==> config.mk <==
export PLATFORM = sky130hd
export DESIGN_NAME = sorted_priority_queue
export DESIGN_NICKNAME = d
export VERILOG_FILES = /design/src/hw/rtl/spq_pkg.sv /design/src/hw/rtl/spq_cell.sv /design/src/hw/rtl/sorted_priority_queue.sv
export SDC_FILE = /design/constraint.sdc
export NUM_CORES = 2
export LEC_CHECK = 0
export ABC_CLOCK_PERIOD_IN_PS = 13750
export BUFFER_PORTS_ARGS = -buffer_cell sky130_fd_sc_hd__buf_2
export CAP_MARGIN = 20
export CELL_PAD_IN_SITES_DETAIL_PLACEMENT = 1
export CELL_PAD_IN_SITES_GLOBAL_PLACEMENT = 1
export CORE_MARGIN = 10
export CORE_UTILIZATION = 50
export DETAILED_ROUTE_END_ITERATION = 16
export PLACE_DENSITY_LB_ADDON = 0.1
export SETUP_SLACK_MARGIN = 0.2
export SLEW_MARGIN = 20
export SYNTH_ARGS = -nofsm -noshare
export SYNTH_HDL_FRONTEND = slang
export SYNTH_SLANG_ARGS = --single-unit
==> constraint.sdc <==
create_clock -name clk -period 13.75 [get_ports clk]
set_input_delay 2.75 -clock clk [delete_from_list [all_inputs] [get_ports clk]]
set_output_delay 2.75 -clock clk [all_outputs]
set_load 0.01 [all_outputs]
==> src/hw/rtl/spq_pkg.sv <==
// Shared types and codes for the sorted priority queue.
// No dependencies.
`timescale 1ns / 1ps

package spq_pkg;

  localparam int DataW  = 32;
  localparam int CountW = 5;

  // operation codes
  localparam logic OP_ENQ = 1'b0;
  localparam logic OP_DEQ = 1'b1;

  // result status codes
  localparam logic [1:0] ST_DONE  = 2'd0;
  localparam logic [1:0] ST_EMPTY = 2'd1;
  localparam logic [1:0] ST_FULL  = 2'd2;

  // per-cycle command broadcast to every cell
  typedef struct packed {
    logic enq;
    logic deq;
  } cell_ctl_t;

endpackage

==> src/hw/rtl/spq_cell.sv <==
// One slot of the sorted chain: holds an entry, compares with the incoming word.
// Depends on spq_pkg.
`timescale 1ns / 1ps

module spq_cell (
  input  logic                             clk,
  input  spq_pkg::cell_ctl_t               ctl,
  input  logic                             occ,
  input  logic signed [spq_pkg::DataW-1:0] item_data,
  input  logic signed [spq_pkg::DataW-1:0] item_pri,
  input  logic                             left_after,
  input  logic signed [spq_pkg::DataW-1:0] left_data,
  input  logic signed [spq_pkg::DataW-1:0] left_pri,
  input  logic signed [spq_pkg::DataW-1:0] right_data,
  input  logic signed [spq_pkg::DataW-1:0] right_pri,
  output logic                             after,
  output logic signed [spq_pkg::DataW-1:0] data,
  output logic signed [spq_pkg::DataW-1:0] pri
);

  logic signed [spq_pkg::DataW-1:0] data_r, data_nxt;
  logic signed [spq_pkg::DataW-1:0] pri_r, pri_nxt;

  // new word belongs at or before this slot (strictly greater keeps ties stable)
  assign after = !occ || (pri_r > item_pri);

  always_comb begin
    data_nxt = data_r;
    pri_nxt  = pri_r;
    if (ctl.enq) begin
      if (left_after) begin
        data_nxt = left_data;
        pri_nxt  = left_pri;
      end else if (after) begin
        data_nxt = item_data;
        pri_nxt  = item_pri;
      end
    end else if (ctl.deq) begin
      data_nxt = right_data;
      pri_nxt  = right_pri;
    end
  end

  always_ff @(posedge clk) begin
    data_r <= data_nxt;
    pri_r  <= pri_nxt;
  end

  assign data = data_r;
  assign pri  = pri_r;

endmodule

==> src/hw/rtl/sorted_priority_queue.sv <==
// Sorted priority queue: top level, a chain of spq_cell slots plus count and result register.
// Depends on spq_pkg and spq_cell.
//
// Usage:
//   Input channel in_*: op (0 enqueue, 1 dequeue head), item_data, item_priority.
//   A word is taken when in_valid is high and in_stall is low.
//   Result channel out_*: one word per input word with status, head_data,
//   head_priority, now_empty and entry_count, taken when out_valid is high
//   and out_stall is low.
//   The result is registered at the edge that takes the input word. Throughput
//   is one word per cycle while in_stall is low; every slot compares against
//   the incoming priority in parallel and shifts by one position in the same
//   cycle, so the chain itself never holds a word back.
//   While a result waits and out_stall is high, in_stall is high and the
//   chain holds; the pending result and its payload stay unchanged.
//   Reset empties the queue (count to zero) and drops any pending result.
//   Enqueue on a full queue and dequeue on an empty one leave the queue
//   unchanged and report status 2 or 1 with zero head fields.
`timescale 1ns / 1ps

module sorted_priority_queue #(
  parameter int CAPACITY = 16
) (
  input  logic                             clk,
  input  logic                             rst_n,
  input  logic                             in_valid,
  output logic                             in_stall,
  input  logic                             in_op,
  input  logic signed [spq_pkg::DataW-1:0] in_item_data,
  input  logic signed [spq_pkg::DataW-1:0] in_item_priority,
  output logic                             out_valid,
  input  logic                             out_stall,
  output logic [1:0]                       out_status,
  output logic signed [spq_pkg::DataW-1:0] out_head_data,
  output logic signed [spq_pkg::DataW-1:0] out_head_priority,
  output logic                             out_now_empty,
  output logic [spq_pkg::CountW-1:0]       out_entry_count
);

  localparam int CW = $clog2(CAPACITY + 1);

  logic [CW-1:0] count_r, count_nxt;
  logic          out_valid_r;
  logic [1:0]    status_r, status_nxt;
  logic signed [spq_pkg::DataW-1:0] head_data_r, head_data_nxt;
  logic signed [spq_pkg::DataW-1:0] head_pri_r, head_pri_nxt;
  logic          empty_r;
  logic [spq_pkg::CountW-1:0] entry_count_r;

  logic               accept, full, empty;
  spq_pkg::cell_ctl_t ctl;

  logic                             after_w [CAPACITY];
  logic signed [spq_pkg::DataW-1:0] data_w  [CAPACITY];
  logic signed [spq_pkg::DataW-1:0] pri_w   [CAPACITY];

  assign in_stall = out_valid_r && out_stall;
  assign accept   = in_valid && !in_stall;
  assign full     = (count_r == CW'(CAPACITY));
  assign empty    = (count_r == '0);
  assign ctl.enq  = accept && (in_op == spq_pkg::OP_ENQ) && !full;
  assign ctl.deq  = accept && (in_op == spq_pkg::OP_DEQ) && !empty;

  for (genvar i = 0; i < CAPACITY; i++) begin : g_cell
    logic                             l_after;
    logic signed [spq_pkg::DataW-1:0] l_data, l_pri, r_data, r_pri;

    if (i == 0) begin : g_first
      assign l_after = 1'b0;
      assign l_data  = in_item_data;
      assign l_pri   = in_item_priority;
    end else begin : g_mid
      assign l_after = after_w[i-1];
      assign l_data  = data_w[i-1];
      assign l_pri   = pri_w[i-1];
    end

    if (i == CAPACITY - 1) begin : g_last
      assign r_data = data_w[i];
      assign r_pri  = pri_w[i];
    end else begin : g_inner
      assign r_data = data_w[i+1];
      assign r_pri  = pri_w[i+1];
    end

    spq_cell u_cell (
      .clk        (clk),
      .ctl        (ctl),
      .occ        (CW'(i) < count_r),
      .item_data  (in_item_data),
      .item_pri   (in_item_priority),
      .left_after (l_after),
      .left_data  (l_data),
      .left_pri   (l_pri),
      .right_data (r_data),
      .right_pri  (r_pri),
      .after      (after_w[i]),
      .data       (data_w[i]),
      .pri        (pri_w[i])
    );
  end

  always_comb begin
    count_nxt     = count_r;
    status_nxt    = spq_pkg::ST_DONE;
    head_data_nxt = '0;
    head_pri_nxt  = '0;
    if (in_op == spq_pkg::OP_ENQ) begin
      if (full) status_nxt = spq_pkg::ST_FULL;
      else      count_nxt  = count_r + CW'(1);
    end else begin
      if (empty) begin
        status_nxt = spq_pkg::ST_EMPTY;
      end else begin
        count_nxt     = count_r - CW'(1);
        head_data_nxt = data_w[0];
        head_pri_nxt  = pri_w[0];
      end
    end
  end

  always_ff @(posedge clk) begin
    if (!rst_n) begin
      count_r     <= '0;
      out_valid_r <= 1'b0;
    end else begin
      if (accept) begin
        count_r     <= count_nxt;
        out_valid_r <= 1'b1;
      end else if (!out_stall) begin
        out_valid_r <= 1'b0;
      end
    end
  end

  always_ff @(posedge clk) begin
    if (accept) begin
      status_r      <= status_nxt;
      head_data_r   <= head_data_nxt;
      head_pri_r    <= head_pri_nxt;
      empty_r       <= (count_nxt == '0);
      entry_count_r <= spq_pkg::CountW'(count_nxt);
    end
  end

  assign out_valid         = out_valid_r;
  assign out_status        = status_r;
  assign out_head_data     = head_data_r;
  assign out_head_priority = head_pri_r;
  assign out_now_empty     = empty_r;
  assign out_entry_count   = entry_count_r;

endmodule

## Word level (Yosys, flattened, before mapping)

Cells that the tools add are included.

- Add/sub/neg operators: 2
- Order comparisons: 32
- Equality and inequality tests: 17
- Multiplexer cells: 130
- Bitwise gates (word level): 1
- Reduce and logical (&&, ||, !) cells: 62

Operators by type and width:

| kind | number |
|---|---|
| two-way mux 32 bit | 122 |
| > comparator 32 bit | 16 |
| inequality test 3 x 1 -> 1 bit, second input constant | 14 |
| < comparator 4 x 5 -> 1 bit, first input constant | 8 |
| AND reduction 2 bit | 16 |
| < comparator 3 x 5 -> 1 bit, first input constant | 4 |
| zero test 1 bit | 19 |
| logical OR 1 bit | 16 |
| two-way mux 5 bit | 3 |
| zero test 5 bit | 2 |
| < comparator 1 x 5 -> 1 bit, first input constant | 2 |
| < comparator 2 x 5 -> 1 bit, first input constant | 2 |
| logical AND 1 bit | 6 |
| adder 5 x 1 -> 5 bit, second input constant | 1 |
| equality test 5 bit, second input constant | 1 |
| subtractor 5 x 1 -> 5 bit, second input constant | 1 |
| two-way mux 2 bit | 2 |
| inequality test 2 x 1 -> 1 bit, second input constant | 2 |
| nonzero test 2 bit | 2 |
| two-way mux 1 bit | 3 |
| OR reduction 2 bit | 1 |
| NOT 1 bit | 1 |

- Flip-flop bits (word level): 1102
- Output and inout bits: 74

## Depth between registers and ports, before layout

- Depth in word-level cells: 7
- Mapped depth: 14
- Depth with buffers taken out: 10

## Cells and area by module

Synthesis repeated with hierarchy kept, for this count alone.

- Cells, all modules: 6761
- Area total of the unflattened synthesis: 69292.7 µm²

By module, submodules not included:

| module | times used | cells an instance | area each (µm²) | sequential area each (µm²) |
|---|---|---|---|---|
| spq_cell | 16 | 407 | 4119.0 | 1921.8 |
| sorted_priority_queue | 1 | 249 | 3389.5 | 2282.2 |

## Worst setup path before layout

No wires, ideal clock.

- Path type: input to register
- Start point: in out_stall
- End point: reg g_cell[12].u_cell.data_r (netlist bit g_cell[12].u_cell.data[0]), enable pin
- Arrival: 9.094 ns
- Slack: 4.132 ns
- Stages on the path: 6
- Path buffers: 1
- Cell sequence: nand2_1 -> nand2_1 -> inv_1 -> clkbuf_1 -> nand2_1 -> a31oi_1

- Longest elaborated chain between the ends: 7
- Elaborated cells on any way between the ends: 10
- Those cells by class: eq/ne (1); reduce/logical (9)

RTL lines:

| element | line | text |
|---|---|---|
| from (decl) | sorted_priority_queue.sv:32 | `input logic out_stall,` |
| logical AND 1 bit * | sorted_priority_queue.sv:57 | `assign in_stall = out_valid_r && out_stall;` |
| zero test 1 bit * | sorted_priority_queue.sv:58 | `assign accept = in_valid && !in_stall;` |
| logical AND 1 bit * | sorted_priority_queue.sv:58 |  |
| via accept | sorted_priority_queue.sv:50 | `logic accept, full, empty;` |
| logical AND 1 bit, on equally long branches (2 in series) | sorted_priority_queue.sv:61, sorted_priority_queue.sv:62 |  |
| inequality test 3 x 1 -> 1 bit (no line) / nonzero test 2 bit (equally long branches) | n/a |  |
| AND reduction 2 bit (no line) * | n/a |  |
| to (signal assigned) | spq_cell.sv:45 | `data_r <= data_nxt;` |
| to (decl) | spq_cell.sv:21 | `logic signed [spq_pkg::DataW-1:0] data_r, data_nxt;` |

The timed path passes the listed nets; every way through them passes the cells marked *.
A chain may end at the register's enable or synchronous reset.

## Final worst setup path

- Start point: in in_item_priority[19] (netlist name)
- End point: reg g_cell[0].u_cell.data_r (netlist bit g_cell[0].u_cell.data[0]), enable pin

- Longest elaborated chain between the ends: 4

RTL lines:

| element | line | text |
|---|---|---|
| from (decl) | sorted_priority_queue.sv:30 | `input logic signed [spq_pkg::DataW-1:0] in_item_priority,` |
| > comparator 32 bit | spq_cell.sv:25 | `assign after = !occ \|\| (pri_r > item_pri);` |
| logical OR 1 bit | spq_cell.sv:25 |  |
| inequality test 2 x 1 -> 1 bit (no line) | n/a |  |
| AND reduction 2 bit (no line) | n/a |  |
| to (signal assigned) | spq_cell.sv:45 |  |
| to (decl) | spq_cell.sv:21 |  |

Every way passes these cells.

==> metrics.md <==
| Metric | Value |
|---|---|
| Status | `finished, final reports clean` |
| Clk buf depth | `3` |
| Pwr/cell area | `~140 nW/µm²` |
| Setup TNS | `0 ns` |
| Post-synthesis adder-cell area fraction | `9.92%` |
| Post-CTS resize count | `0` |
| # fillers | `13400` |
| Critical path startpoint category | `input pin` |
| Reported max-cap violation count | `0` |
| Synth Register Bits | `1102` |
| Setup CP Type | `input pin to flip-flop` |
| Remaining global-route overflow | `0` |
| Buffers added on ports | `142` |
| Crit path DAT | `8.33 ns` |
| Die area | `~140000 µm²` |
| Power Internal | `6860 µW` |
| Final hold violation count | `0` |
| Commonest non-fill, non-tap cell in the layout | `edfxtp_1` |
| Synth Area in Simple Gates | `between 10 and 15%` |
| Post-synth top flop | `edfxtp_1` |
| Final setup violation count | `0` |
| CP Capture Type | `flip-flop` |
| Final WL | `256000 µm` |
| Die X | `381 µm` |
| Die height | `~380 µm` |
| Clock share of power | `33.6%` |
| Detail Placement HPWL | `164000 µm` |
| TritonCTS clock tree | `yes` |
| Routed Antenna Nets | `0` |
| Synthesis-to-finish area growth | `9.51%` |
| Worst Hold Class | `flip-flop to flip-flop` |
| Vias per cell | `6.88` |
| Crit-path max FO | `24` |
| DRC viols | `0` |
| Synth Area in Compound Gates | `15.1%` |
| Iter 0 DRT Violations | `6729` |
| Max VDD drop | `0.000141 V` |
| Worst Clk Skew | `0.0356 ns` |
| Drt pass-1 iters | `7` |
| Syn Area/Cell | `11.2 µm²` |
| RSZ-0062 raised after global routing | `false` |
| Combinational group share of total power | `between 20% and 30%` |
| Worst skew pair latency | `0.80 ns` |
| Number of synthesis warnings | `0` |
| CTS sink cnt | `between 1000 and 1500` |
| Layout cell share with drive strength beyond 1 | `about 8.5%` |
| Static Leak | `0.0311 µW` |
| Max-slew headroom | `between 10% and 20%` |
| Most frequent cells in the layout | `edfxtp_1 (1096), mux2i_1 (567), ha_1 (515)` |
| I/O Pins | `143` |
| Hold_buf cts | `0` |
| Fmax achieved | `126 MHz` |
| Total Nets Final | `6296` |
| Period utilization | `57.6%` |
| Post-route core utilization | `55.0%` |
| Routability congestion estimate | `0.998` |
| Vias post-DR | `52000` |
| Post-synth EDFFs | `1096` |
| WL/cell | `33.8 µm` |
| Psw | `3250 µW` |
| Starting density of the core | `50.3%` |
| Net Sw Frac | `32.2%` |
| Crit path required time | `approximately 14 ns` |
| H-Tree Depth | `4` |
| Worst-Margin Slew | `1.19 ns` |
| Initial antenna violation count | `20` |
| Mapped cell area | `around 65000 µm²` |
| Core area | `129000 µm²` |
| Num rows | `between 100 and 150` |
| Synth Instances | `5817` |
| Slew Limit Fails | `0` |
| CTS root buf | `clkbuf_16` |
| Count of cell types in the netlist | `72` |
| Cts bufs inserted | `131` |
| Total GRT Usage | `approximately 34%` |
| Largest net degree at the start of global routing | `186` |
| Vias in the first global route | `52200` |
| Sequential power share | `45.0%` |
| First-pass GRT wire length | `369000 µm` |
| Async S/R FF share, synth | `0%` |
| Synth Area in XOR/XNOR | `0.0270%` |
| Post-synthesis mux area share | `9.41%` |
| Clock slew seen by the registers of the worst setup and hold paths | `0.05 ns` |
| Tmin final | `7.92 ns` |
| Register area share after synthesis | `50.8%` |
| Tot Pwr | `10100 µW` |
| Post-CTS setup buffers | `0` |
| Largest family of logic cells by synthesized area | `compound AO/OA/AOI/OAI gates` |
| Syn Nets | `6401` |
## layout make-up
type | instances | area [µm²] | area share (%)
Sequential cell | 1102 | 33000 | 46.4
Inverter | 76 | 290 | 0.408
Tap cell | 1742 | 2180 | 3.06
Timing Repair Buffer | 240 | 1550 | 2.18
Multi-Input combinational cell | 4161 | 30100 | 42.3
Clock buffer | 166 | 3520 | 4.94
Clock inverter | 60 | 477 | 0.670
Antenna cell | 14 | 35.0 | 0.0492
## per-stage QoR
step                instances  cell area, µm²  worst slack, ns  hold slack [ns]
global route             7551           71100             5.80            0.563
CTS                      7545           71100             6.08            0.539
finish                   7561           71200             5.83            0.537
detailed placement       7319           67100             5.29            0.527
floorplan                5817           65000             4.13            0.512
global placement         7318           67100             4.83            0.517
## cell families (layout without fill, tap and decap cells)
family / after synthesis / in the layout
mux: 600 / 600
buf+inv: 554 / 542
fa+ha+maj: 515 / 515
compound gates: 1501 / 1501
xor+xnor: 2 / 2
flops: 1102 / 1102
other cells: 0 / 14
simple gates: 1543 / 1543
## routing by layer
layer  vias up  global-route usage [%]  part of all wire, %
met4        12                    15.7                  4.7
li1      22200                       -                    -
met3       559                    6.76                  9.1
met1     26600                    45.9                   41
met5         -                       0                0.031
met2      2659                    52.9                   45
## final timing paths
check	startpoint	endpoint	slack, ns	cells past startpoint
worst min register to register	g_cell[1].u_cell.data[22]	g_cell[0].u_cell.data[22]	0.54	1
worst min-delay path	g_cell[1].u_cell.data[22]	g_cell[0].u_cell.data[22]	0.54	1
worst max-delay path	in_item_priority[19]	g_cell[0].u_cell.data[0]	5.83	13
worst max register to register	g_cell[0].u_cell.pri[30]	g_cell[0].u_cell.data[0]	7.94	11
## cell usage after synthesis, drive strengths merged (3+ instances only)
cell type | number | share of area [%]
nor4 | 15 | 0.14
a2111o | 3 | 0.052
o211ai | 24 | 0.28
a211o | 3 | 0.040
a221o | 320 | 4.9
nand2 | 487 | 2.8
or2 | 3 | 0.029
clkbuf | 391 | 2.3
a21o | 100 | 1.2
a21boi | 10 | 0.12
mux2 | 33 | 0.68
inv | 76 | 0.44
a2111oi | 8 | 0.11
a32o | 3 | 0.046
a21oi | 480 | 3.7
buf | 87 | 0.68
or4 | 7 | 0.087
nand4 | 111 | 1.1
o21a | 17 | 0.20
o221ai | 14 | 0.19
nand2b | 8 | 0.077
ha | 515 | 9.9
and3 | 288 | 2.8
o21ai | 447 | 3.4
mux2i | 567 | 8.7
or3 | 5 | 0.048
a31oi | 9 | 0.087
nor2b | 24 | 0.23
and2 | 71 | 0.68
and4 | 6 | 0.081
nand3 | 60 | 0.46
nor2 | 413 | 2.4
a211oi | 24 | 0.28
o31a | 5 | 0.067
a221oi | 9 | 0.12
o2bb2ai | 4 | 0.054
o31ai | 7 | 0.089
dfxtp | 6 | 0.18
nor3 | 35 | 0.27
edfxtp | 1096 | 51
## worst max-delay path, stage by stage
cell	delay, ns
buf_2	0.26
inv_1	0.43
ha_1	0.50
nand4_1	0.24
nor4_1	0.92
and2_1	0.25
o311ai_1	0.14
and4b_1	0.30
o31ai_4	0.23
buf_4	0.56
nor2_1	0.16
nor2_4	0.82
buf_4	0.65
## sequential cells by signal (all words and copies together) (netlist names)
register            cells
g_cell.u_cell.data    512
g_cell.u_cell.pri     512
out_head_data          32
out_head_priority      32
count_r                 5
out_entry_count         5
out_status              2
out_now_empty           1
out_valid               1
## power groups by stage
stage	Clock, µW	Combinational, µW	Sequential, µW
6_report	3400	2170	4550
5_1_grt	3560	2310	4580
4_1_cts	3430	2120	4540
3_5_place_dp	0	2100	4600
3_3_place_gp	0	2020	4590
2_1_floorplan	0	1320	4470
(Power assumes the default switching activity.)
